--- src/segt_pkg.sv ---
// Shared types and constants for the segment tree point-add / range-sum block.
package segt_pkg;

   localparam int LEAVES_DEFAULT = 1024;

   localparam int POS_W   = 10;
   localparam int VAL_W   = 64;
   localparam int LEFT_W  = 10;
   localparam int RIGHT_W = 11;

   localparam logic OP_ADD   = 1'b0;
   localparam logic OP_QUERY = 1'b1;

   // controller -> datapath
   typedef struct packed {
      logic clear;     // zero one memory entry, advance clear counter
      logic load;      // capture the accepted request
      logic add_rd;    // read node k
      logic add_wr;    // write node k += amount, step k to parent
      logic q_lo;      // read node lo, lo++
      logic q_hi;      // hi--, read node hi
      logic q_shift;   // lo >>= 1, hi >>= 1
      logic out_load;  // copy accumulator to result register
   } cmd_type;

   // datapath -> controller
   typedef struct packed {
      logic clear_last;
      logic lo_lt_hi;
      logic lo_odd;
      logic hi_odd;
      logic k_root;
   } status_type;

endpackage

--- src/segt_ctrl.sv ---
// Controller state machine for the segment tree block.
module segt_ctrl (
   input  logic                  clock,
   input  logic                  reset,
   input  logic                  req_valid,
   output logic                  req_ready,
   input  logic                  req_opcode,
   output logic                  rsp_valid,
   input  logic                  rsp_ready,
   input  segt_pkg::status_type  status,
   output segt_pkg::cmd_type     cmd
);

   typedef enum logic [6:0] {
      ST_CLEAR   = 7'b0000001,
      ST_IDLE    = 7'b0000010,
      ST_ADD_RD  = 7'b0000100,
      ST_ADD_WR  = 7'b0001000,
      ST_Q_STEP  = 7'b0010000,
      ST_Q_DRAIN = 7'b0100000,
      ST_Q_OUT   = 7'b1000000
   } state_type;

   state_type state_ff, state_in;
   logic      rsp_valid_ff, rsp_valid_in;

   always_comb begin
      state_in     = state_ff;
      cmd          = '0;
      req_ready    = 1'b0;
      rsp_valid_in = rsp_valid_ff & ~rsp_ready;
      unique case (state_ff)
         ST_CLEAR: begin
            cmd.clear = 1'b1;
            if (status.clear_last) begin
               state_in = ST_IDLE;
            end
         end
         ST_IDLE: begin
            req_ready = 1'b1;
            if (req_valid) begin
               cmd.load = 1'b1;
               state_in = (req_opcode == segt_pkg::OP_QUERY) ? ST_Q_STEP : ST_ADD_RD;
            end
         end
         ST_ADD_RD: begin
            cmd.add_rd = 1'b1;
            state_in   = ST_ADD_WR;
         end
         ST_ADD_WR: begin
            cmd.add_wr = 1'b1;
            state_in   = status.k_root ? ST_IDLE : ST_ADD_RD;
         end
         ST_Q_STEP: begin
            priority if (!status.lo_lt_hi) begin
               state_in = ST_Q_DRAIN;
            end else if (status.lo_odd) begin
               cmd.q_lo = 1'b1;
            end else if (status.hi_odd) begin
               cmd.q_hi = 1'b1;
            end else begin
               cmd.q_shift = 1'b1;
            end
         end
         ST_Q_DRAIN: begin
            // the last read has already reached the accumulator here
            state_in = ST_Q_OUT;
         end
         ST_Q_OUT: begin
            if (!rsp_valid_ff || rsp_ready) begin
               cmd.out_load = 1'b1;
               rsp_valid_in = 1'b1;
               state_in     = ST_IDLE;
            end
         end
         default: begin
            state_in = ST_CLEAR;
         end
      endcase
   end

   always_ff @(posedge clock) begin
      if (reset) begin
         state_ff     <= ST_CLEAR;
         rsp_valid_ff <= 1'b0;
      end else begin
         state_ff     <= state_in;
         rsp_valid_ff <= rsp_valid_in;
      end
   end

   assign rsp_valid = rsp_valid_ff;

endmodule

--- config.mk ---
export PLATFORM = sky130hd
export DESIGN_NAME = segt_ctrl
export DESIGN_NICKNAME = d
export VERILOG_FILES = /design/src/segt_pkg.sv /design/src/segt_ctrl.sv
export SDC_FILE = /design/constraint.sdc
export NUM_CORES = 1
export LEC_CHECK = 0
export BUFFER_PORTS_ARGS = -buffer_cell sky130_fd_sc_hd__buf_4
export CAP_MARGIN = 20
export CORE_MARGIN = 8
export CORE_UTILIZATION = 43
export CTS_CLUSTER_SIZE = 30
export DETAILED_ROUTE_END_ITERATION = 6
export PLACE_DENSITY = 0.72
export SYNTH_ARGS = -nofsm -noshare
export SYNTH_HDL_FRONTEND = slang
export SYNTH_SLANG_ARGS = --single-unit
--- constraint.sdc ---
create_clock -name clock -period 1.8 [get_ports clock]
set_clock_uncertainty 0.15 [all_clocks]
set_input_delay 0.18 -clock clock [delete_from_list [all_inputs] [get_ports clock]]
set_output_delay 0.18 -clock clock [all_outputs]
set_load 0.02 [all_outputs]
==> Word level (Yosys, flattened, before mapping) <==
Cells that the tools add are included.
{ "totals": {"regBits": 8, "in_bits": 10} }
{ "op_classes": {"n_eq_ne": 11, "n_mux": 23, "bitwise_logic": 2, "n_reduce_logical": 3} }
{ "op_table": {"columns": ["op", "n"], "rows": [
  ["$pmux 7 s7", 1],
  ["$mux 7", 4],
  ["$mux 1", 13],
  ["$mux 3", 3],
  ["$ne 2x2->1 const B", 4],
  ["$eq 7x1->1 const B", 1],
  ["$eq 7x2->1 const B", 1],
  ["$eq 7x3->1 const B", 1],
  ["$eq 7x4->1 const B", 1],
  ["$eq 7x5->1 const B", 1],
  ["$eq 7x6->1 const B", 1],
  ["$eq 7x7->1 const B", 1],
  ["$mux 5", 1],
  ["$reduce_and 4->1", 1],
  ["$mux 2", 1],
  ["$and 1x1->1", 1],
  ["$logic_not 1->1", 1],
  ["$logic_or 1x1->1", 1],
  ["$not 1->1", 1]
]} }

==> Longest topological paths before layout <==
{ "logic_depth": {"depth_word": 4, "mapped_depth": 5, "mapped_depth_nobuf": 4} }

==> Least setup slack after synthesis <==
Ideal clock, no wire load.
{ "synth_timing": {"path_type": "reg-to-reg", "start": "register state_ff[6]", "end": "register state_ff[0]", "setup_ps": 60, "t_arrival_ps": 1666, "required_time_ps": 1590, "slack_ps": -76, "path_stages_with_launch": 6, "path_buffers": 1, "path_cell_list": "dfxtp_1 > buf_6 > or4_4 > nand2b_4 > nor2_1 > a221o_1"} }
{ "synth_between": {"elab_chain_cells": 3, "word_cells_on_any_way": 13, "cone_classes": "eq/ne (11); mux (1); reduce/logical (1)"} }
{ "synth_rtl": {"columns": ["element", "line", "rtl"], "rows": [
  ["from (decl)", "segt_ctrl.sv:24", "state_type state_ff, state_in;"],
  ["from (signal assigned)", "segt_ctrl.sv:87", "state_ff <= state_in;"],
  ["$eq 7x7->1, or another cell as far along", "segt_ctrl.sv:32", "unique case (state_ff)"],
  ["$ne 2x2->1 (no source line)", null, null],
  ["$reduce_and 4->1 (no source line)", null, null]
]} }
Several ways; a longest one is shown, not always the timed one.
A chain may end at the register's enable or synchronous reset.

==> out/metrics.cfg <==
[outcome]
status=complete, but fails checks
violations=negative setup slack

[timing]
whs_ns=0.0401
hold_viol=0
worstMarginPinSlew_ns=0.401
timing.final.ws_setup_ns=-0.102
fin_crit_ns=1.90
maxSlewViolCount=0
min_period_over_period_pct=106
relSlewSlack_pct=72.9
fmax_mhz=526
rsz0062_at_grt=true
setup_violations=2

[cts]
clock_latency_ns=0.27
cts_root_buffer=clkbuf_4
cts-buffers-inserted=3
htreeDepth=1
path_clk_slew_ns=0.06
cts_sinks=8
tritoncts=built
cts.path.max_buffers=2

[logic_synthesis]
synth_edf_count=0
synth_top_cell_by_area=dfxtp_1
ys_ff_latch=8
synth_nets=84
yosysTopAreaCellShare_pct=26.7
synth_cells=74
synth_common_cells=dfxtp_1, nor2_1, nor3_1, nand2b_1
yosysUniqueCellTypes=36
synthTopCellsByArea=dfxtp_1, nor3_4, nand2b_1
synth_area_sq_um=601
async_flop_share_pct=0
ys.flop_type=dfxtp_1
ys_seq_area_share_pct=26.7
yosysWarnings=0
avgSynthCellArea_sq_um=8.12

[die]
core_sq_mm=0.00130
ios=20
die_x_microns=53.4
initial_core_util_pct=46.2
die_area_sq_mm=0.00285
die_y_microns=53.4
rows=13

[worst_setup_path]
critical-path-max-stage-delay_ns=0.57
r2r_setup_slack_ns=0.01
startpoint=state_ff[6]
cp.required_ns=1.47
crit_path_cell_trace=or4_4, nand2b_4, nor2_4, buf_6
cp.arrival_ns=1.57
r2r_start=state_ff[6]
reg2reg_to=state_ff[1]
critPathTopFamily=simple AND/OR/NAND/NOR gates
cp.depth=4
endpoint_kind=primary output
r2r_cells=5
cp_max_fo=4
cp_slowest_cell=or4_4
criticalPathCategory=reg2out
critPathLaunchType=flop
crit_buf_inv=1

[grt]
grt_max_degree=10
grt_pass1_vias=660
grt_antenna_before_repair=0
grt_overflow=0
grtUsageTotal_pct=14.0
grt_pass1_wl_mm=2.88

[drt]
routed_wl_mm=1.90
ant_nets=0
drc=0
avgRoutedWirePerCell_microns=15.5
vias=690
first_iter_violations=12
dr.pass1.iters=4
detail_route.vias_per_cell=5.66

[min_path]
worst_hold_startpoint=status[0]
hold_depth=4
hold_class=in2reg
worstHoldEndpoint=state_ff[2]

[layout]
final_nets=119
instances_no_fill=122
drive_gt1_share_pct=47.7
area_delta_synth_final_pct=55.0
n_antenna_cell=0

[power]
power_frac_seq_pct=27.1
total_power_w=0.000889
p_int_w=0.000548
p_leak_nw=0.414
power_frac_comb_pct=56.5
p_per_area_mw_per_mm2=955
pwr-share-clk_pct=16.4
peakVddDrop_mv=0.535
power_switching_w=0.000341
p_sw_share_pct=38.3

[place]
io_buffer_count=19
placed_cells=109
gp_congestion=0.925
dp_hpwl_mm=1.35

[run]
cap_viol_max_count=0

==> routing by layer <==
layer  vias up  share of wire [%]  track usage (%)
li1        333                  -                -
met1       330                 43             15.0
met2        20                 50             23.2
met3         7                5.5             6.16
met4         0                1.6             5.88
met5         -                  0                0
==> power by group through the flow <==
stage | Clock, W | Sequential [W] | Combinational, W
global placement | 0 | 0.000242 | 0.000391
finish | 0.000146 | 0.000241 | 0.000502
detailed placement | 0 | 0.000242 | 0.000393
floorplan | 0 | 0.000210 | 0.000288
global route | 0.000159 | 0.000243 | 0.000536
CTS | 0.000147 | 0.000237 | 0.000470
==> tightest hold or removal path, stage by stage <==
cell       delay (ns)
buf_4            0.08
o2bb2ai_1        0.05
nand2_1          0.06
nor3_1           0.03
==> cells by family (layout without fill, tap and decap cells) <==
family | count (synthesis) | in the layout | share of synthesized area [%]
AO/OA/AOI/OAI | 12 | 12 | 15.6
XOR/XNOR | 2 | 2 | 2.92
multiplexers | 2 | 2 | 3.33
buffers and inverters | 11 | 44 | 9.37
AND/OR/NAND/NOR | 39 | 39 | 42.1
flip-flops | 8 | 8 | 26.7
==> metrics by stage <==
step | setup slack [ns] | area [sq um] | TNS (ns) | utilization, %
after global routing | -0.134 | 931 | -0.495 | 71.5
after detailed placement | 0.0986 | 792 | 0 | 60.9
after floorplan | -0.0617 | 608 | -0.0617 | -
final | -0.102 | 931 | -0.117 | 71.5
after global placement | 0.137 | 792 | 0 | 60.9
after CTS | -0.0894 | 896 | -0.106 | 68.8
==> worst max-delay path by stage <==
stage,slack (ns),to
final,-0.10,cmd[7]
after global routing,-0.13,cmd[7]
after CTS,-0.09,cmd[7]
after detailed placement,0.1,state_ff[0]
after global placement,0.14,state_ff[0]
after floorplan,-0.06,state_ff[0]
==> cells in the final DEF (no fill, tap or decap), drive strengths merged, types with 2 or more instances in the layout <==
cell / netlist / final
a21oi: 2 / 2
and3: 2 / 2
buf: 5 / 36
clkbuf: 3 / 3
dfxtp: 8 / 8
dlygate4sd3: 0 / 2
inv: 3 / 3
mux2i: 2 / 2
nand2: 2 / 2
nand2b: 6 / 6
nand4: 2 / 2
nor2: 8 / 8
nor3: 8 / 8
nor4: 2 / 2
o21ai: 2 / 2
or4: 2 / 2
xor2: 2 / 2
==> repair_timing <==
action	in CTS	in global routing
gates resized for setup	5	6
hold buffers	2	0
hold endpoints to repair	4	0
buffers inserted	6	2
setup endpoints to repair	5	11
pin swaps	6	3
==> cell type report <==
type | count | area, sq um
sequential | 8 | 168
multi-input combinational | 55 | 409
clock buffer | 3 | 22.5
tap | 15 | 18.8
timing repair buffer | 38 | 302
inverter | 3 | 11.3
fill | 112 | 370
==> state kept, by name (all words and copies together), names as in the netlist <==
name	flops
state_ff	7
rsp_valid	1
(Power assumes the default switching activity.)
